File: src/hw/rtl/mtl_pkg.sv
// Package for the markup tag lexer: token and scan-mode types, byte codes,
// and helpers for byte classes and span lengths. No dependencies.
`timescale 1ns / 1ps

package mtl_pkg;

	localparam int POS_BITS = 16;
	localparam int DIFF_W   = (POS_BITS + 1 > 17) ? POS_BITS + 1 : 17;
	localparam logic [POS_BITS-1:0] POS_MAX = {POS_BITS{1'b1}};
	localparam logic [15:0] LEN_MAX = 16'hFFFF;

	localparam logic [7:0] CH_LT    = 8'h3C;
	localparam logic [7:0] CH_GT    = 8'h3E;
	localparam logic [7:0] CH_SLASH = 8'h2F;
	localparam logic [7:0] CH_EQ    = 8'h3D;
	localparam logic [7:0] CH_NUL   = 8'h00;
	localparam logic [7:0] CH_DQ    = 8'h22;
	localparam logic [7:0] CH_SQ    = 8'h27;
	localparam logic [7:0] CH_DASH  = 8'h2D;
	localparam logic [7:0] CH_SP    = 8'h20;
	localparam logic [7:0] CH_TAB   = 8'h09;
	localparam logic [7:0] CH_CR    = 8'h0D;

	typedef enum logic [2:0] {
		MODE_IDLE,
		MODE_IDENT,
		MODE_DQ,
		MODE_SQ,
		MODE_SLASH
	} mode_t;

	typedef enum logic [2:0] {
		K_SPACE   = 3'd0,
		K_IDENT   = 3'd1,
		K_LESS    = 3'd2,
		K_GREATER = 3'd3,
		K_SLASHGT = 3'd4,
		K_EQUALS  = 3'd5,
		K_EOF     = 3'd6,
		K_STRING  = 3'd7
	} kind_t;

	typedef struct packed {
		kind_t       kind;
		logic [15:0] start;
		logic [15:0] length;
		logic        last;
	} tok_t;

	typedef struct packed {
		logic [1:0] cnt;
		tok_t       tok0;
		tok_t       tok1;
	} step_t;

	typedef struct packed {
		logic  emit;
		kind_t kind;
		logic  opens;
		mode_t mode;
	} fresh_t;

	function automatic logic is_letter(input logic [7:0] c);
		return (c >= 8'h41 && c <= 8'h5A) || (c >= 8'h61 && c <= 8'h7A);
	endfunction

	function automatic logic is_space(input logic [7:0] c);
		return (c == CH_SP) || (c >= CH_TAB && c <= CH_CR);
	endfunction

	// Classify a byte seen with no token open.
	function automatic fresh_t lex_fresh(input logic [7:0] c);
		fresh_t f;
		f = '{emit: 1'b0, kind: K_SPACE, opens: 1'b0, mode: MODE_IDLE};
		if (is_space(c)) begin
			f.emit = 1'b1;
			f.kind = K_SPACE;
		end else if (is_letter(c)) begin
			f.opens = 1'b1;
			f.mode  = MODE_IDENT;
		end else if (c == CH_LT) begin
			f.emit = 1'b1;
			f.kind = K_LESS;
		end else if (c == CH_GT) begin
			f.emit = 1'b1;
			f.kind = K_GREATER;
		end else if (c == CH_EQ) begin
			f.emit = 1'b1;
			f.kind = K_EQUALS;
		end else if (c == CH_NUL) begin
			f.emit = 1'b1;
			f.kind = K_EOF;
		end else if (c == CH_SLASH) begin
			f.opens = 1'b1;
			f.mode  = MODE_SLASH;
		end else if (c == CH_DQ) begin
			f.opens = 1'b1;
			f.mode  = MODE_DQ;
		end else if (c == CH_SQ) begin
			f.opens = 1'b1;
			f.mode  = MODE_SQ;
		end
		return f;
	endfunction

	// Span from s to p, plus one when the current byte is included; clamp to [1, 65535].
	function automatic logic [15:0] span_len(input logic [POS_BITS-1:0] p,
	                                         input logic [POS_BITS-1:0] s,
	                                         input logic plus1);
		logic [DIFF_W-1:0] d;
		d = DIFF_W'(p) - DIFF_W'(s) + DIFF_W'(plus1);
		if (d == '0) begin
			return 16'd1;
		end else if (d > DIFF_W'(LEN_MAX)) begin
			return LEN_MAX;
		end
		return d[15:0];
	endfunction

	function automatic tok_t mk_tok(input kind_t k, input logic [POS_BITS-1:0] s,
	                                input logic [15:0] len);
		tok_t t;
		t.kind   = k;
		t.start  = 16'(s);
		t.length = len;
		t.last   = 1'b0;
		return t;
	endfunction

endpackage

File: src/hw/rtl/mtl_lexer.sv
// One lexing step: from the scan state and one byte, the next scan state and
// up to two tokens. Pure combinational logic; depends on mtl_pkg.
`timescale 1ns / 1ps

module mtl_lexer (
	input  mtl_pkg::mode_t                mode,
	input  logic [mtl_pkg::POS_BITS-1:0] pstart,
	input  logic [mtl_pkg::POS_BITS-1:0] pos,
	input  logic [7:0]                   ch,
	input  logic                         stream_end,
	output mtl_pkg::mode_t                mode_nxt,
	output logic [mtl_pkg::POS_BITS-1:0] pstart_nxt,
	output logic [mtl_pkg::POS_BITS-1:0] pos_nxt,
	output mtl_pkg::step_t                step
);

	mtl_pkg::fresh_t fr;
	mtl_pkg::mode_t  mode_mid;
	logic [mtl_pkg::POS_BITS-1:0] pstart_mid;
	logic [7:0] quote;
	logic       ident_ends;
	logic       fresh_used;

	assign fr         = mtl_pkg::lex_fresh(ch);
	assign quote      = (mode == mtl_pkg::MODE_DQ) ? mtl_pkg::CH_DQ : mtl_pkg::CH_SQ;
	assign ident_ends = !(mtl_pkg::is_letter(ch) || ch == mtl_pkg::CH_DASH);

	// Next state
	always_comb begin
		mode_mid   = mode;
		pstart_mid = pstart;
		fresh_used = 1'b0;
		case (mode)
			mtl_pkg::MODE_IDENT: begin
				if (ident_ends) begin
					mode_mid   = mtl_pkg::MODE_IDLE;
					fresh_used = 1'b1;
				end
			end
			mtl_pkg::MODE_DQ, mtl_pkg::MODE_SQ: begin
				if (ch == quote) begin
					mode_mid = mtl_pkg::MODE_IDLE;
				end
			end
			mtl_pkg::MODE_SLASH: begin
				mode_mid   = mtl_pkg::MODE_IDLE;
				fresh_used = (ch != mtl_pkg::CH_GT);
			end
			default: begin
				mode_mid   = mtl_pkg::MODE_IDLE;
				fresh_used = 1'b1;
			end
		endcase
		if (fresh_used && fr.opens) begin
			mode_mid   = fr.mode;
			pstart_mid = pos;
		end
		if (stream_end) begin
			mode_nxt   = mtl_pkg::MODE_IDLE;
			pstart_nxt = '0;
			pos_nxt    = '0;
		end else begin
			mode_nxt   = mode_mid;
			pstart_nxt = pstart_mid;
			pos_nxt    = (pos < mtl_pkg::POS_MAX) ? pos + 1'b1 : pos;
		end
	end

	// Tokens
	always_comb begin
		mtl_pkg::tok_t res [2];
		logic [1:0] cnt;
		res[0] = '0;
		res[1] = '0;
		cnt    = 2'd0;
		case (mode)
			mtl_pkg::MODE_IDENT: begin
				if (ident_ends) begin
					res[cnt[0]] = mtl_pkg::mk_tok(mtl_pkg::K_IDENT, pstart,
						mtl_pkg::span_len(pos, pstart, 1'b0));
					cnt = cnt + 2'd1;
				end
			end
			mtl_pkg::MODE_DQ, mtl_pkg::MODE_SQ: begin
				if (ch == quote) begin
					res[cnt[0]] = mtl_pkg::mk_tok(mtl_pkg::K_STRING, pstart,
						mtl_pkg::span_len(pos, pstart, 1'b1));
					cnt = cnt + 2'd1;
				end
			end
			mtl_pkg::MODE_SLASH: begin
				if (ch == mtl_pkg::CH_GT) begin
					res[cnt[0]] = mtl_pkg::mk_tok(mtl_pkg::K_SLASHGT, pstart,
						mtl_pkg::span_len(pos, pstart, 1'b1));
					cnt = cnt + 2'd1;
				end
			end
			default: begin
			end
		endcase
		if (fresh_used && fr.emit) begin
			res[cnt[0]] = mtl_pkg::mk_tok(fr.kind, pos, 16'd1);
			cnt = cnt + 2'd1;
		end
		// Flush an open identifier or string at end of stream.
		if (stream_end && mode_mid == mtl_pkg::MODE_IDENT) begin
			res[cnt[0]] = mtl_pkg::mk_tok(mtl_pkg::K_IDENT, pstart_mid,
				mtl_pkg::span_len(pos, pstart_mid, 1'b1));
			cnt = cnt + 2'd1;
		end else if (stream_end &&
		             (mode_mid == mtl_pkg::MODE_DQ || mode_mid == mtl_pkg::MODE_SQ)) begin
			res[cnt[0]] = mtl_pkg::mk_tok(mtl_pkg::K_STRING, pstart_mid,
				mtl_pkg::span_len(pos, pstart_mid, 1'b1));
			cnt = cnt + 2'd1;
		end
		if (cnt == 2'd1) begin
			res[0].last = 1'b1;
		end else if (cnt == 2'd2) begin
			res[1].last = 1'b1;
		end
		step.cnt  = cnt;
		step.tok0 = res[0];
		step.tok1 = res[1];
	end

endmodule

File: src/hw/rtl/markup_tag_lexer_core.sv
// Top level of the markup tag lexer: input register, scan state, token queue.
// Depends on mtl_pkg and mtl_lexer.
//
//   channel | words                              | flow control
//   --------+------------------------------------+----------------------------
//   in      | ch, stream_end                     | in_valid / in_stall
//   out     | token_kind, token_start,           | out_valid / out_stall
//           | token_length, run_last             |
//
// One byte is accepted per cycle while in_stall is low. A byte is
// registered, lexed in the next cycle and its zero to two tokens are written
// to an eight-word queue; the first token is visible in the cycle after.
// Two-token bytes need two output transfers: the port sets the sustained rate.
// arst_n clears scan state, position and queue pointers.
// in_stall rises when the queue could not absorb two more tokens from the
// byte in flight plus the next one; out_stall just holds the queue head.
`timescale 1ns / 1ps

module markup_tag_lexer_core (
	input  logic        clk,
	input  logic        arst_n,
	input  logic        in_valid,
	output logic        in_stall,
	input  logic [7:0]  ch,
	input  logic        stream_end,
	output logic        out_valid,
	input  logic        out_stall,
	output logic [2:0]  token_kind,
	output logic [15:0] token_start,
	output logic [15:0] token_length,
	output logic        run_last
);

	// Input register
	logic       valid_s1;
	logic [7:0] ch_s1;
	logic       end_s1;

	// Scan state
	mtl_pkg::mode_t mode_q;
	logic [mtl_pkg::POS_BITS-1:0] pstart_q;
	logic [mtl_pkg::POS_BITS-1:0] pos_q;

	mtl_pkg::mode_t mode_nxt;
	logic [mtl_pkg::POS_BITS-1:0] pstart_nxt;
	logic [mtl_pkg::POS_BITS-1:0] pos_nxt;
	mtl_pkg::step_t step;

	// Token queue
	mtl_pkg::tok_t fifo_q [8];
	logic [2:0] wr_ptr_q;
	logic [2:0] rd_ptr_q;
	logic [3:0] count_q;
	logic [1:0] push;
	logic       pop;
	logic       in_take;

	// Hold off when the queue could overflow from the byte in flight and a new one.
	assign in_stall = (count_q + (valid_s1 ? 4'd2 : 4'd0)) > 4'd6;
	assign in_take  = in_valid && !in_stall;

	always_ff @(posedge clk or negedge arst_n) begin
		if (!arst_n) begin
			valid_s1 <= 1'b0;
		end else begin
			valid_s1 <= in_take;
		end
	end

	always_ff @(posedge clk) begin
		if (in_take) begin
			ch_s1  <= ch;
			end_s1 <= stream_end;
		end
	end

	mtl_lexer u_lexer (
		.mode       (mode_q),
		.pstart     (pstart_q),
		.pos        (pos_q),
		.ch         (ch_s1),
		.stream_end (end_s1),
		.mode_nxt   (mode_nxt),
		.pstart_nxt (pstart_nxt),
		.pos_nxt    (pos_nxt),
		.step       (step)
	);

	// Advance the scan state once per lexed byte.
	always_ff @(posedge clk or negedge arst_n) begin
		if (!arst_n) begin
			mode_q   <= mtl_pkg::MODE_IDLE;
			pstart_q <= '0;
			pos_q    <= '0;
		end else if (valid_s1) begin
			mode_q   <= mode_nxt;
			pstart_q <= pstart_nxt;
			pos_q    <= pos_nxt;
		end
	end

	assign push = valid_s1 ? step.cnt : 2'd0;
	assign pop  = out_valid && !out_stall;

	always_ff @(posedge clk) begin
		if (push != 2'd0) begin
			fifo_q[wr_ptr_q] <= step.tok0;
		end
		if (push == 2'd2) begin
			fifo_q[wr_ptr_q + 3'd1] <= step.tok1;
		end
	end

	always_ff @(posedge clk or negedge arst_n) begin
		if (!arst_n) begin
			wr_ptr_q <= '0;
			rd_ptr_q <= '0;
			count_q  <= '0;
		end else begin
			wr_ptr_q <= wr_ptr_q + 3'(push);
			rd_ptr_q <= rd_ptr_q + 3'(pop);
			count_q  <= count_q + 4'(push) - 4'(pop);
		end
	end

	// Drive the queue head onto the output port.
	assign out_valid    = (count_q != 4'd0);
	assign token_kind   = fifo_q[rd_ptr_q].kind;
	assign token_start  = fifo_q[rd_ptr_q].start;
	assign token_length = fifo_q[rd_ptr_q].length;
	assign run_last     = fifo_q[rd_ptr_q].last;

endmodule
File: config.mk
export PLATFORM = sky130hd
export DESIGN_NAME = markup_tag_lexer_core
export DESIGN_NICKNAME = d
export VERILOG_FILES = /design/src/hw/rtl/mtl_pkg.sv /design/src/hw/rtl/mtl_lexer.sv /design/src/hw/rtl/markup_tag_lexer_core.sv
export SDC_FILE = /design/constraint.sdc
export NUM_CORES = 1
export LEC_CHECK = 0
export BUFFER_PORTS_ARGS = -buffer_cell sky130_fd_sc_hd__buf_4
export CORE_MARGIN = 3
export CORE_UTILIZATION = 28
export DETAILED_ROUTE_END_ITERATION = 8
export GPL_TIMING_DRIVEN = 0
export SETUP_SLACK_MARGIN = 0.1
export SLEW_MARGIN = 20
export SYNTH_ARGS = -nofsm -noshare
export SYNTH_HDL_FRONTEND = slang
export SYNTH_HIERARCHICAL = 1
export SYNTH_SLANG_ARGS = --single-unit
File: constraint.sdc
create_clock -name clk -period 7.13 [get_ports clk]
set_clock_uncertainty 0.2 [all_clocks]
set_input_delay 1.426 -clock clk [delete_from_list [all_inputs] [get_ports clk]]
set_output_delay 1.426 -clock clk [all_outputs]
set_load 0.1 [all_outputs]
# --- Word level (Yosys, flattened, before mapping) ---
# Memory sizes are Yosys's and may differ from the RTL's.
# Index checks and enable logic that the tools add are counted.
word_totals:
  register_bits: 55
  mem_bits_rw: 288
  input_bits: 13
  output_inout_bits: 38
  word_cells: 172
  n_memories: 1
classes:
  addsub: 13
  n_lt_le_gt_ge: 15
  n_eq_ne: 20
  mux: 86
  bitwise_logic: 2
  reduce_logical: 26
memory_table:
  columns: ["name", "words", "width", "rd", "rd_clocked_by_memory_dff", "write_ports", "line_no", "text"]
  rows:
  - ["fifo_q", 8, 36, 1, 0, 2, "markup_tag_lexer_core.sv:50", "mtl_pkg::tok_t fifo_q [8];"]
op_table:
  columns: ["cell", "count"]
  rows:
  - ["16-bit 2-to-1 mux", 18]
  - ["72-bit bitwise mux", 3]
  - ["72-bit 2-to-1 mux", 3]
  - ["36-bit 2-to-1 mux", 4]
  - ["36-bit case mux with 3 select lines", 1]
  - ["36-bit demux with 1-bit select", 2]
  - ["8-bit by 6-bit equality test with 1-bit output (second input constant)", 8]
  - ["4-bit 2-to-1 mux", 15]
  - ["17-bit by 16-bit > comparator with 1-bit output (second input constant)", 3]
  - ["17-bit logical NOT", 3]
  - ["17-bit by 1-bit adder with 17-bit output (second input constant)", 2]
  - ["34-bit 2-to-1 mux", 1]
  - ["16-bit by 16-bit subtractor with 17-bit output", 2]
  - ["1-bit 2-to-1 mux", 26]
  - ["16-bit by 1-bit adder with 16-bit output (second input constant)", 1]
  - ["8-bit by 7-bit greater-or-equal comparator with 1-bit output (second input constant)", 2]
  - ["8-bit by 7-bit less-or-equal comparator with 1-bit output (second input constant)", 2]
  - ["16-bit < comparator (second input constant)", 1]
  - ["3-bit 2-to-1 mux", 5]
  - ["3-bit by 2-bit equality test with 1-bit output (second input constant)", 4]
  - ["1-bit logical AND", 11]
  - ["2-bit 2-to-1 mux", 5]
  - ["4-bit by 2-bit adder with 4-bit output", 2]
  - ["8-bit equality test", 1]
  - ["other kinds (26)", 37]

# --- Depth between registers and ports, before layout ---
# Gate-level depths: netlist of run 1.
depth:
  depth_word: 27
  ltp_mapped: 24

# --- By module ---
# Netlist of run 1, hierarchy kept.
modules_own_cells:
  columns: ["module", "instances", "cells_per_inst", "area_each_um2", "seq_area_each_um2"]
  rows:
  - ["markup_tag_lexer_core", 1, 912, 16918.7, 10069.7]
  - ["mtl_lexer", 1, 756, 4932.2, 0.0]

# --- Least setup slack after synthesis of run 1 ---
# OpenSTA, ideal clock, no wires.
synth_timing:
  path_type: "reg-to-reg"
  from: "register ch_s1[6]"
  to: "memory fifo_q[3][16] in the netlist's numbering (data pin)"
  setup_time_ps: 260
  t_arrival_ps: 5377
  path_slack_ps: 1293
  stages_incl_launch_ff: 21
  n_path_buf: 1
  synth_period_minus_slack_ps: 5837
  cell_sequence: "edfxtp_1 or3b_1 or3b_1 o22a_1 a2111oi_4 clkbuf_1 nor2_1 a21oi_1 ha_1 ha_1 a21o_1 a211oi_1 o21ai_0 a21boi_0 o21ai_0 o41ai_1 xor2_1 nor2_1 nor2_1 or3_1 mux2_2"
synth_rtl:
  columns: ["item", "line_no", "text"]
  rows:
  - ["start, declared", "markup_tag_lexer_core.sv:36", "logic [7:0] ch_s1;"]
  - ["start signal, assigned", "markup_tag_lexer_core.sv:72", "ch_s1 <= ch;"]
  - ["end, declared", "markup_tag_lexer_core.sv:50", null]

==> metrics, run 1 <==
run status complete, no violations; number of vias per cell after detailed routing between 5 and 6; Layout Cell Area excl Fill 25500 um2; total clock buffers created by CTS 39; Post-Syn Instances between 1500 and 2000; remaining number of nets flagged by the antenna check after routing 0; area of the die 81400 um2; Hold WC Path Type register to register; top cell family by delay on the critical path compound AO/OA/AOI/OAI gates; filler instances 7486; Async SR Flop Fraction between 10% and 20%; number of failing setup endpoints in the final timing report 0; start-to-end type of the worst setup path register to register; highest achievable clock rate 147 MHz; CTS tree built; number of enable flip-flop cells after synthesis between 200 and 300; area share of the largest cell type after synthesis a little over 40%; most frequent cell after synthesis sky130_fd_sc_hd__mux2_2; synthesized netlist net count 1749; total grt overflow 0; wire length of the first global-routing pass between 90000 and 100000 um; # Max-Cap Violations 0; Initial Util about 29%; top flip-flop cell by instance count after synthesis sky130_fd_sc_hd__edfxtp_1; Cell Chain, Critical Path or3b_1 -> or3b_1 -> o22a_1 -> a2111oi_4 -> buf_4 -> buf_4 -> clkbuf_2 -> nor2_1 -> a21oi_1 -> ha_1 -> ha_1 -> and4_1 -> a211oi_1 -> o21ai_0 -> a21boi_1 -> o21ai_0 -> o41ai_2 -> buf_4 -> xor2_2 -> buf_2 -> nor2_1 -> o221ai_4 -> mux2_1; headroom to the max-slew limit 21.1%; Worst Setup End Kind register; worst slew pin tran 1.17 ns; mean routed wirelength per cell 22.5 um; cell types occupying the most area after synthesis sky130_fd_sc_hd__edfxtp_1 (41%), sky130_fd_sc_hd__mux2_2 (17%), sky130_fd_sc_hd__mux4_2 (7.4%); CP Data Arrival Time just under 7 ns; initial antenna violation count 1; total vias in the final route between 15000 and 20000; total routed wirelength 63800 um; standard cell area after detailed placement approximately 24000 um2; gr usage total 15.4%; maximum number of pins on one net before global-route repair 47; fraction of layout cells with a size suffix above 1 between 30% and 40%; worst stage delay on the critical path 0.51 ns; Die Height 285 um; die width 285 um; first-pass iteration count of the detailed router 5; CP dominant cell by count sky130_fd_sc_hd__buf_4; overall power consumption 9.10 mW; area growth from synthesis to layout 16.8%; Synth warnings 6; buffer type at the clock tree root sky130_fd_sc_hd__clkbuf_16; worst-case vdd ir drop 0.219 mV; Worst path slowest cell sky130_fd_sc_hd__or3b_1; number of nets in the layout 1862; Core Box Area 76600 um2; required time at the worst-slack endpoint 7.23 ns; combined buffer and inverter count along the critical path 5; clock transition at the registers of the reported paths 0.06 ns; Max Fanout on Critical Path 10; number of inserted diodes 0; number of DRC violations after detailed routing 0; H-tree depth 2; top cell type by total area after synthesis sky130_fd_sc_hd__edfxtp_1; leakage power of the design just under 10 nW; count of buffers inserted at the top-level ports 50; Final Cycle Share 95.5%; Seq/Total Area, Yosys 46.1%; crit path launch type register; final RePlAce weighted congestion 0.926; via count of the first global-routing pass 15200; number of storage elements in the synthesis netlist 343; num ports 51; row count between 100 and 150; Avg Inst Size Synth 13.1 um2; post-detail-place hpwl 46600 um; detailed router's first-iteration violation count between 1000 and 1500; latest clock arrival within the worst-skew pair 0.56 ns; Synth Cell Area between 20000 and 25000 um2; worst-case clock buffer depth 3; power density over cell area 356 nW/um2; final critical path time including I/O delays and setup 6.81 ns; number of distinct standard cells referenced by the synthesized netlist 99; final hold violation count 0; hold_buf cts 0; top cells by instance count after synthesis sky130_fd_sc_hd__mux2_2 (321), sky130_fd_sc_hd__edfxtp_1 (297), sky130_fd_sc_hd__nor2_1 (111), sky130_fd_sc_hd__mux4_2 (72), sky130_fd_sc_hd__nand2_1 (70); unrepaired setup endpoints after global routing true; Num Clock Sinks approximately 340; number of max-slew violations in the final report 0
==> metal layers <==
| layer | wire (um) | part of all wire, % | global-route usage (%) |
|---|---|---|---|
| met1 | 27300 | 43 | 20.6 |
| met2 | 31300 | 49 | 26.3 |
| met4 | 1430 | 2.2 | 3.94 |
| met3 | 3850 | 6.0 | 2.09 |
| met5 | 0 | 0 | 0 |
==> worst paths after layout <==
path                             start             to  slack [ns]  cells after the start
hold / removal             rd_ptr_q[1]    rd_ptr_q[1]        0.33                      1
hold reg to reg            rd_ptr_q[1]    rd_ptr_q[1]        0.33                      1
min in group asynchronous       arst_n     count_q[3]        0.69                      1
setup reg to reg              ch_s1[6]  fifo_q[1][10]        0.32                     23
setup / recovery              ch_s1[6]  fifo_q[1][10]        0.32                     23
max in group asynchronous       arst_n   pstart_q[10]        5.54                      1
==> per-stage QoR <==
step	instances	setup slack, ns	hold WS (ns)	TNS, ns	util, %
after floorplan	1668	1.29	0.277	0	-
after global placement	2748	-1.65	0.290	-466.68	30.7
after detailed placement	2765	-0.875	0.317	-63.72	31.5
after CTS	2841	0.102	0.330	0	33.1
after global routing	2841	0.0323	0.355	0	33.3
final	2841	0.322	0.332	0	33.3
==> registers in the layout (all words and copies together), names as in the netlist <==
signal / count
fifo_q: 288
pos_q: 16
pstart_q: 16
ch_s1: 8
count_q: 4
mode_q: 3
rd_ptr_q: 3
wr_ptr_q: 3
end_s1: 1
valid_s1: 1
==> cell families (layout without fill, tap and decap cells) <==
| logic type | after synthesis | in the layout | share of synthesized area [%] |
|---|---|---|---|
| buffers and inverters | 146 | 289 | 3.57 |
| multiplexers | 434 | 434 | 26.4 |
| AO/OA/AOI/OAI | 268 | 268 | 8.95 |
| XOR/XNOR | 52 | 52 | 2.29 |
| flip-flops | 343 | 343 | 46.1 |
| AND/OR/NAND/NOR | 357 | 357 | 8.67 |
| adder cells (fa/ha/maj) | 68 | 68 | 4.03 |
==> worst reg2reg max path, cell delays in order (launching register included) <==
cell and delay, ns:
sky130_fd_sc_hd__edfxtp_1 0.44, sky130_fd_sc_hd__or3b_1 0.51, sky130_fd_sc_hd__or3b_1 0.42, sky130_fd_sc_hd__o22a_1 0.25
sky130_fd_sc_hd__a2111oi_4 0.23, sky130_fd_sc_hd__buf_4 0.21, sky130_fd_sc_hd__buf_4 0.12, sky130_fd_sc_hd__clkbuf_2 0.23
sky130_fd_sc_hd__nor2_1 0.07, sky130_fd_sc_hd__a21oi_1 0.26, sky130_fd_sc_hd__ha_1 0.32, sky130_fd_sc_hd__ha_1 0.37
sky130_fd_sc_hd__and4_1 0.20, sky130_fd_sc_hd__a211oi_1 0.24, sky130_fd_sc_hd__o21ai_0 0.25, sky130_fd_sc_hd__a21boi_1 0.26
sky130_fd_sc_hd__o21ai_0 0.17, sky130_fd_sc_hd__o41ai_2 0.31, sky130_fd_sc_hd__buf_4 0.19, sky130_fd_sc_hd__xor2_2 0.11
sky130_fd_sc_hd__buf_2 0.22, sky130_fd_sc_hd__nor2_1 0.40, sky130_fd_sc_hd__o221ai_4 0.24, sky130_fd_sc_hd__mux2_1 0.36
==> cells in the final DEF, fill, tap and decap left out, drive strengths merged, types with 12 or more instances in the layout <==
master / instances
nor3: 22
nand3: 34
xor2: 24
a21o: 15
and3: 18
buf: 129
nor2b: 18
dfrtp: 46
clkinv: 12
and2: 15
mux2: 359
nand2: 70
a22o: 16
nor2: 112
or3: 15
clkbuf: 88
ha: 64
edfxtp: 297
o21ai: 48
inv: 57
xnor2: 28
a21oi: 63
mux4: 72
==> area by class of cell <==
type                       count  area (um2)  area share, %
buffer                        94         592           2.32
clock buffer                  51        1020           4.00
clock inverter                20         159          0.622
inverter                      52         195          0.765
multi-input combinational   1179       11400           44.5
sequential                   343       10100           39.4
tap                         1030        1290           5.05
timing repair buffer          72         853           3.34
==> timing repair <==
| item | CTS | global route |
|---|---|---|
| resized for setup | 10 | 39 |
| hold endpoints to repair | 0 | 0 |
| setup buffers | 5 | 0 |
| setup endpoints to repair | 128 | 128 |
| pin swaps | 3 | 1 |
==> where the power goes <==
| part | internal [mW] | total (mW) | switching [mW] |
|---|---|---|---|
| clock network | 1.09 | 1.91 | 0.819 |
| registers | 2.30 | 2.36 | 0.0674 |
| logic | 1.54 | 4.83 | 3.29 |
Power figures use the tool's default switching activity.
==> run 2: changes to the inputs <==
--- a/config.mk
+++ b/config.mk
@@ -8,6 +8,7 @@
 export BUFFER_PORTS_ARGS = -buffer_cell sky130_fd_sc_hd__buf_4
 export CORE_MARGIN = 3
 export CORE_UTILIZATION = 28
+export CTS_BUF_LIST = sky130_fd_sc_hd__clkbuf_8
 export DETAILED_ROUTE_END_ITERATION = 8
 export GPL_TIMING_DRIVEN = 0
 export SETUP_SLACK_MARGIN = 0.1
==> run 2 against run 1 <==
Maximum frequency increased by 0.64%. Power shrank 1.6%. Final area decreased by 0.23%. Utilization decreased by 0.077 points. Sequential power is essentially flat. First-iteration DRC count grew 11%. Non-clock buffer count shrank 1. Clock power down 9%. Register-to-register slack improved by 0.04 ns. Critical path depth is 1 lower. Die area unchanged. Count of clock-buffer cells in the layout rose by 10. Critical path type unchanged. Critical endpoint is now fifo_q[5][12]. Largest cell class unchanged. Largest power group unchanged. Highest routed layer unchanged.
==> metrics, run 2 (synthesis gave the netlist of run 1 again) <==
run status complete, no violations; Reg with most FFs fifo_q; via count of the first global-routing pass 15300; hold_ws 0.333 ns; worst stage delay on the critical path 0.51 ns; first-pass iteration count of the detailed router 5; Initial Util 28.5%; Num Clock Sinks 343; met2 Use GR 26.3%; biggest registers after layout fifo_q (288), pos_q (16), pstart_q (16); die width 285 um; startpoint of the lowest-slack hold path rd_ptr_q[1]; total routed wirelength about 64000 um; worst-case vdd ir drop between 0.2 and 0.25 mV; post-detail-place hpwl 46600 um; Hold WC Path Type register to register; wire length of the first global-routing pass approximately 97000 um; GRT busiest layer met2; CTS tree built; fraction of layout cells with a size suffix above 1 37.7%; area growth from synthesis to layout 16.6%; gr usage total 15.5%; initial antenna violation count 1; cell count of the worst reg-to-reg path 22; start-to-end type of the worst setup path register to register; number of nets in the layout 1880; mean routed wirelength per cell approximately 22 um; Worst path slowest cell sky130_fd_sc_hd__or3b_1; Post-Place Worst Slack -0.875 ns; met3 capacity usage during global routing 1.88%; unrepaired setup endpoints after global routing true; count of buffers inserted at the top-level ports 50; aggregate negative setup slack 0 ns; Core Box Area 76600 um2; number of vias per cell after detailed routing 5.26; required time at the worst-slack endpoint around 7.3 ns; Reg-to-Reg End fifo_q[5][12]; total vias in the final route 15100; H-tree depth 2; final critical path time including I/O delays and setup ~6.8 ns; top cell family by delay on the critical path compound AO/OA/AOI/OAI gates; number of DRC violations after detailed routing 0; detailed router's first-iteration violation count 1270; Die Height 285 um; cell count after placement between 2000 and 3000; power density over cell area 351 nW/um2; remaining number of nets flagged by the antenna check after routing 0; highest achievable clock rate 148 MHz; row count just over 100; latest clock arrival within the worst-skew pair around 0.65 ns; filler instances about 7500; total clock buffers created by CTS 58; overall power consumption 8.95 mW; num ports between 50 and 60; max FFs per register 288; logic depth of the worst path, buffers included 22; CP Data Arrival Time 6.95 ns; total grt overflow 0; buffer type at the clock tree root sky130_fd_sc_hd__clkbuf_8; combined buffer and inverter count along the critical path 4; post-route worst setup slack 0.365 ns; maximum number of pins on one net before global-route repair 47; worst-case clock buffer depth 3; headroom to the max-slew limit a little under a quarter; source of the worst register-to-register timing path ch_s1[6]; clock transition at the registers of the reported paths 0.06 ns; Worst Setup End Kind register; post-layout util 33.3%; critical path capture point fifo_q[5][12]; most common cell after layout, fill and taps aside sky130_fd_sc_hd__mux2_2; area of the die 81400 um2; number of max-slew violations in the final report 0; Cell Chain, Critical Path or3b_1 -> or3b_1 -> o22a_1 -> a2111oi_4 -> buf_4 -> clkbuf_2 -> nor2_1 -> a21oi_1 -> ha_1 -> ha_1 -> and4_1 -> a211oi_1 -> o21ai_0 -> a21boi_1 -> o21ai_0 -> o41ai_2 -> buf_4 -> xor2_2 -> buf_2 -> nor2_2 -> o221ai_4 -> mux2_2; # Max-Cap Violations 0; final hold violation count 0; Layout Cell Area excl Fill 25500 um2; startpoint of the worst setup timing path ch_s1[6]; global-route track usage on met1 a little over a fifth; standard cell area after detailed placement 24100 um2; final RePlAce weighted congestion around 0.93; Final Cycle Share 94.9%; Final Non-Filler Cells 2876; leakage power of the design 9.66 nW; crit path launch type register; Max Fanout on Critical Path 10; highest-count cells in the layout ignoring fill and taps sky130_fd_sc_hd__mux2_2 (321), sky130_fd_sc_hd__edfxtp_1 (297), sky130_fd_sc_hd__nor2_1 (96), sky130_fd_sc_hd__mux4_2 (72), sky130_fd_sc_hd__nand2_1 (70); worst slew pin tran 1.15 ns; number of failing setup endpoints in the final timing report 0; Worst R2R Setup Slack 0.37 ns
[run 2: cell count changes in the layout (fill, tap and decap cells not counted), sizes merged]
| cell | change |
|---|---|
| inv | +7 |
| clkinvlp | -1 |
| diode | +1 |
| bufinv | +1 |
| clkbuf | +9 |
| clkinv | +18 |
[run 2: worst min path at each step]
stage / to / depth (start not counted)
final: rd_ptr_q[1] / 1
after global routing: rd_ptr_q[1] / 1
after CTS: rd_ptr_q[1] / 1
after detailed placement: rd_ptr_q[1] / 1
after global placement: rd_ptr_q[1] / 1
after floorplan: rd_ptr_q[1] / 1
[run 2: final cells by class]
class	count	area [um2]	area share [%]
diodes	1	2.50	0.00982
plain buffers	93	587	2.30
clock buffers	61	840	3.30
clock inverters	45	262	1.03
inverters	52	195	0.766
multi-input cells	1179	11400	44.7
flip-flops and latches	343	10100	39.5
well taps	1030	1290	5.06
repair buffers	72	853	3.35
[run 2: metal layers]
metal / wire length (um) / up-vias / share of wire, %
met4: 1430 / 0 / 2.2
met1: 27800 / 7748 / 43
met3: 3570 / 105 / 5.6
li1: - / 6797 / -
met5: 0 / - / 0
met2: 31400 / 473 / 49
[run 2: worst register-to-register path: stages, from the launching register on]
cell and delay [ns]:
sky130_fd_sc_hd__edfxtp_1 0.44, sky130_fd_sc_hd__or3b_1 0.51, sky130_fd_sc_hd__or3b_1 0.42, sky130_fd_sc_hd__o22a_1 0.25
sky130_fd_sc_hd__a2111oi_4 0.23, sky130_fd_sc_hd__buf_4 0.21, sky130_fd_sc_hd__clkbuf_2 0.25, sky130_fd_sc_hd__nor2_1 0.06
sky130_fd_sc_hd__a21oi_1 0.29, sky130_fd_sc_hd__ha_1 0.31, sky130_fd_sc_hd__ha_1 0.39, sky130_fd_sc_hd__and4_1 0.23
sky130_fd_sc_hd__a211oi_1 0.23, sky130_fd_sc_hd__o21ai_0 0.24, sky130_fd_sc_hd__a21boi_1 0.26, sky130_fd_sc_hd__o21ai_0 0.17
sky130_fd_sc_hd__o41ai_2 0.31, sky130_fd_sc_hd__buf_4 0.20, sky130_fd_sc_hd__xor2_2 0.11, sky130_fd_sc_hd__buf_2 0.22
sky130_fd_sc_hd__nor2_2 0.36, sky130_fd_sc_hd__o221ai_4 0.26, sky130_fd_sc_hd__mux2_2 0.34
[run 2: timing repair]
action	4_1_cts	5_1_grt
cloned	0	0
hold buffers	0	0
pin swaps	3	0
buffers inserted	5	0
hold endpoints to repair	0	0
setup endpoints to repair	128	120
gates resized for setup	8	41
[run 2: power by group]
part | internal, mW | switching [mW] | leakage [nW] | total [mW]
clock network | 0.896 | 0.830 | 0.618 | 1.73
registers | 2.30 | 0.0672 | 3.63 | 2.36
logic | 1.54 | 3.32 | 5.41 | 4.86
total | 4.73 | 4.22 | 9.66 | 8.95
==> run 3: changes to the inputs <==
--- a/config.mk
+++ b/config.mk
@@ -11,6 +11,8 @@
 export CTS_BUF_LIST = sky130_fd_sc_hd__clkbuf_8
 export DETAILED_ROUTE_END_ITERATION = 8
 export GPL_TIMING_DRIVEN = 0
+export HOLD_SLACK_MARGIN = 0.15
+export RECOVER_POWER = 100
 export SETUP_SLACK_MARGIN = 0.1
 export SLEW_MARGIN = 20
 export SYNTH_ARGS = -nofsm -noshare
==> run 3 against run 2 <==
The run now ends with capacitance limit, slew limit left. Global-route usage unchanged. Sequential cell count unchanged. Cell count unchanged. Combinational power down 4%. Wire length up 0.26%. Critical path type unchanged. Critical endpoint is now fifo_q[0][1]. Largest power group unchanged.
==> metrics, run 3 (synthesis gave the netlist of run 1 again) <==
detailed router's first-iteration violation count 1224; standard cell area after detailed placement 24100 um2; startpoint of the lowest-slack hold path rd_ptr_q[1]; post-detail-place hpwl 46600 um; Worst path slowest cell sky130_fd_sc_hd__or3b_1; Max Fanout on Critical Path 10; Reg-to-Reg End fifo_q[0][1]; area of the die slightly above 80000 um2; leakage power of the design 9.28 nW; filler instances ~7600; share of power burned in the clock network 19.7%; first-pass iteration count of the detailed router 5; top cell family by delay on the critical path compound AO/OA/AOI/OAI gates; Layout Cell Area excl Fill roughly 25000 um2; post-layout util 32.2%; H-tree depth 2; count of buffers inserted at the top-level ports 50; # Max-Cap Violations 8; hold_buf cts 0; violated checks capacitance limit, slew limit; worst-case vdd ir drop about 0.20 mV; most common cell after layout, fill and taps aside sky130_fd_sc_hd__mux2_2; final hold violation count 0; worst-case clock buffer depth 3; post-route worst setup slack about 0.33 ns; unrepaired setup endpoints after global routing true; number of vias per cell after detailed routing 5.25; max FFs per register 288; total grt overflow 0; Cell Chain, Critical Path or3b_1 -> or3b_1 -> o22a_1 -> a2111oi_4 -> buf_4 -> clkbuf_2 -> nor2_1 -> a21oi_1 -> inv_1 -> ha_1 -> inv_1 -> ha_1 -> fa_1 -> a21o_1 -> a21oi_1 -> o21ai_0 -> a21o_1 -> a311o_1 -> a21oi_1 -> xnor2_1 -> and4b_1 -> nor4_1 -> a21oi_2 -> mux2_2; final RePlAce weighted congestion slightly above 0.9; num ports 51; cell count of the worst reg-to-reg path 24; remaining number of nets flagged by the antenna check after routing 0; latest clock arrival within the worst-skew pair 0.65 ns; Num Clock Sinks between 300 and 400; Die Height 285 um; clock transition at the registers of the reported paths 0.06 ns; Core Box Area approximately 77000 um2; switching share of total power 47.6%; biggest registers after layout fifo_q (288), pos_q (16), pstart_q (16); row count 101; initial antenna violation count 1; combined buffer and inverter count along the critical path 4; Hold WC Path Type register to register; Post-Place Worst Slack -0.875 ns; start-to-end type of the worst setup path register to register; proportion of power drawn by flip-flops and latches 27.0%; maximum number of pins on one net before global-route repair between 40 and 50; total vias in the final route 15100; cell internal power dissipation 4.59 mW; crit path launch type register; mean routed wirelength per cell ~22 um; final critical path time including I/O delays and setup between 6 and 7 ns; source of the worst register-to-register timing path ch_s1[6]; total clock buffers created by CTS 58; Gate power share 53.3%; highest achievable clock rate 147 MHz; worst stage delay on the critical path 0.51 ns; Sw Pwr 4.17 mW; Worst Setup End Kind register; fraction of layout cells with a size suffix above 1 32.4%; Initial Util roughly 29%; number of max-slew violations in the final report 123; count of cells along the worst hold path 1; wire length of the first global-routing pass 97300 um; CP dominant cell by count sky130_fd_sc_hd__a21oi_1; CTS tree built; Worst R2R Setup Slack 0.33 ns; buffer type at the clock tree root sky130_fd_sc_hd__clkbuf_8; worst slew pin tran 2.83 ns; hold_ws 0.330 ns; run status complete, but fails checks; headroom to the max-slew limit -88.7%; die width 285 um; number of DRC violations after detailed routing 0; Final Cycle Share a little over nine tenths; highest-count cells in the layout ignoring fill and taps sky130_fd_sc_hd__mux2_2 (320), sky130_fd_sc_hd__edfxtp_1 (297), sky130_fd_sc_hd__clkbuf_1 (99), sky130_fd_sc_hd__nor2_1 (96), sky130_fd_sc_hd__mux4_2 (72); Reg with most FFs fifo_q; number of nets in the layout 1880; number of failing setup endpoints in the final timing report 0; area growth from synthesis to layout 12.9%; required time at the worst-slack endpoint about 7.3 ns; power density over cell area 355 nW/um2; worst hold endpoint rd_ptr_q[1]; gr usage total 15.5%; total routed wirelength 64400 um; via count of the first global-routing pass 15300; CP Data Arrival Time 6.99 ns
-- run 3: routing by layer --
metal | vias to the layer above | part of all wire, % | track usage, % | wire, um
met5 | - | 0 | 0 | 0
met4 | 0 | 2.1 | 4.11 | 1350
met3 | 94 | 6.1 | 1.88 | 3960
met2 | 534 | 49 | 26.3 | 31400
met1 | 7697 | 43 | 20.9 | 27600
li1 | 6778 | - | - | -
-- run 3: metrics by stage --
stage	TNS, ns	std cells	power, mW
after detailed placement	-63.72	2765	7.05
after CTS	0	2875	8.83
after global placement	-466.68	2748	7.02
final	0	2876	8.76
after floorplan	0	1668	5.82
after global routing	0	2876	9.16
-- run 3: power groups by stage --
stage	Sequential (mW)	Combinational, mW	Clock (mW)
5_1_grt	2.37	4.93	1.85
3_3_place_gp	2.41	4.61	0
2_1_floorplan	2.38	3.44	0
6_report	2.36	4.67	1.73
3_5_place_dp	2.40	4.65	0
4_1_cts	2.36	4.71	1.76
-- run 3: worst max path at each step --
stage | from | endpoint | slack, ns | cells after the start
floorplan | ch_s1[6] | fifo_q[3][16] | 1.29 | 20
global placement | ch_s1[3] | fifo_q[4][24] | -1.65 | 12
detailed placement | ch_s1[3] | fifo_q[5][12] | -0.87 | 21
CTS | ch_s1[3] | fifo_q[3][9] | 0.18 | 23
global route | ch_s1[6] | fifo_q[4][12] | 0.01 | 22
finish | ch_s1[6] | fifo_q[0][1] | 0.33 | 24
-- run 3: repair_timing --
item / CTS / global route
endpoints found under the setup margin: 128 / 120
endpoints found under the hold margin: 0 / 0
pin swaps: 3 / 0
gates resized for setup: 8 / 41
setup buffers: 5 / 0
-- run 3: area by class of cell --
cell class | instances | area [um2] | share of cell area [%]
sequential | 343 | 10100 | 40.8
antenna | 1 | 2.50 | 0.0101
clock inverter | 45 | 262 | 1.06
buffer | 93 | 485 | 1.97
inverter | 52 | 195 | 0.791
timing repair buffer | 72 | 434 | 1.76
multi-input combinational | 1179 | 11100 | 45.0
clock buffer | 61 | 840 | 3.40
tap | 1030 | 1290 | 5.22
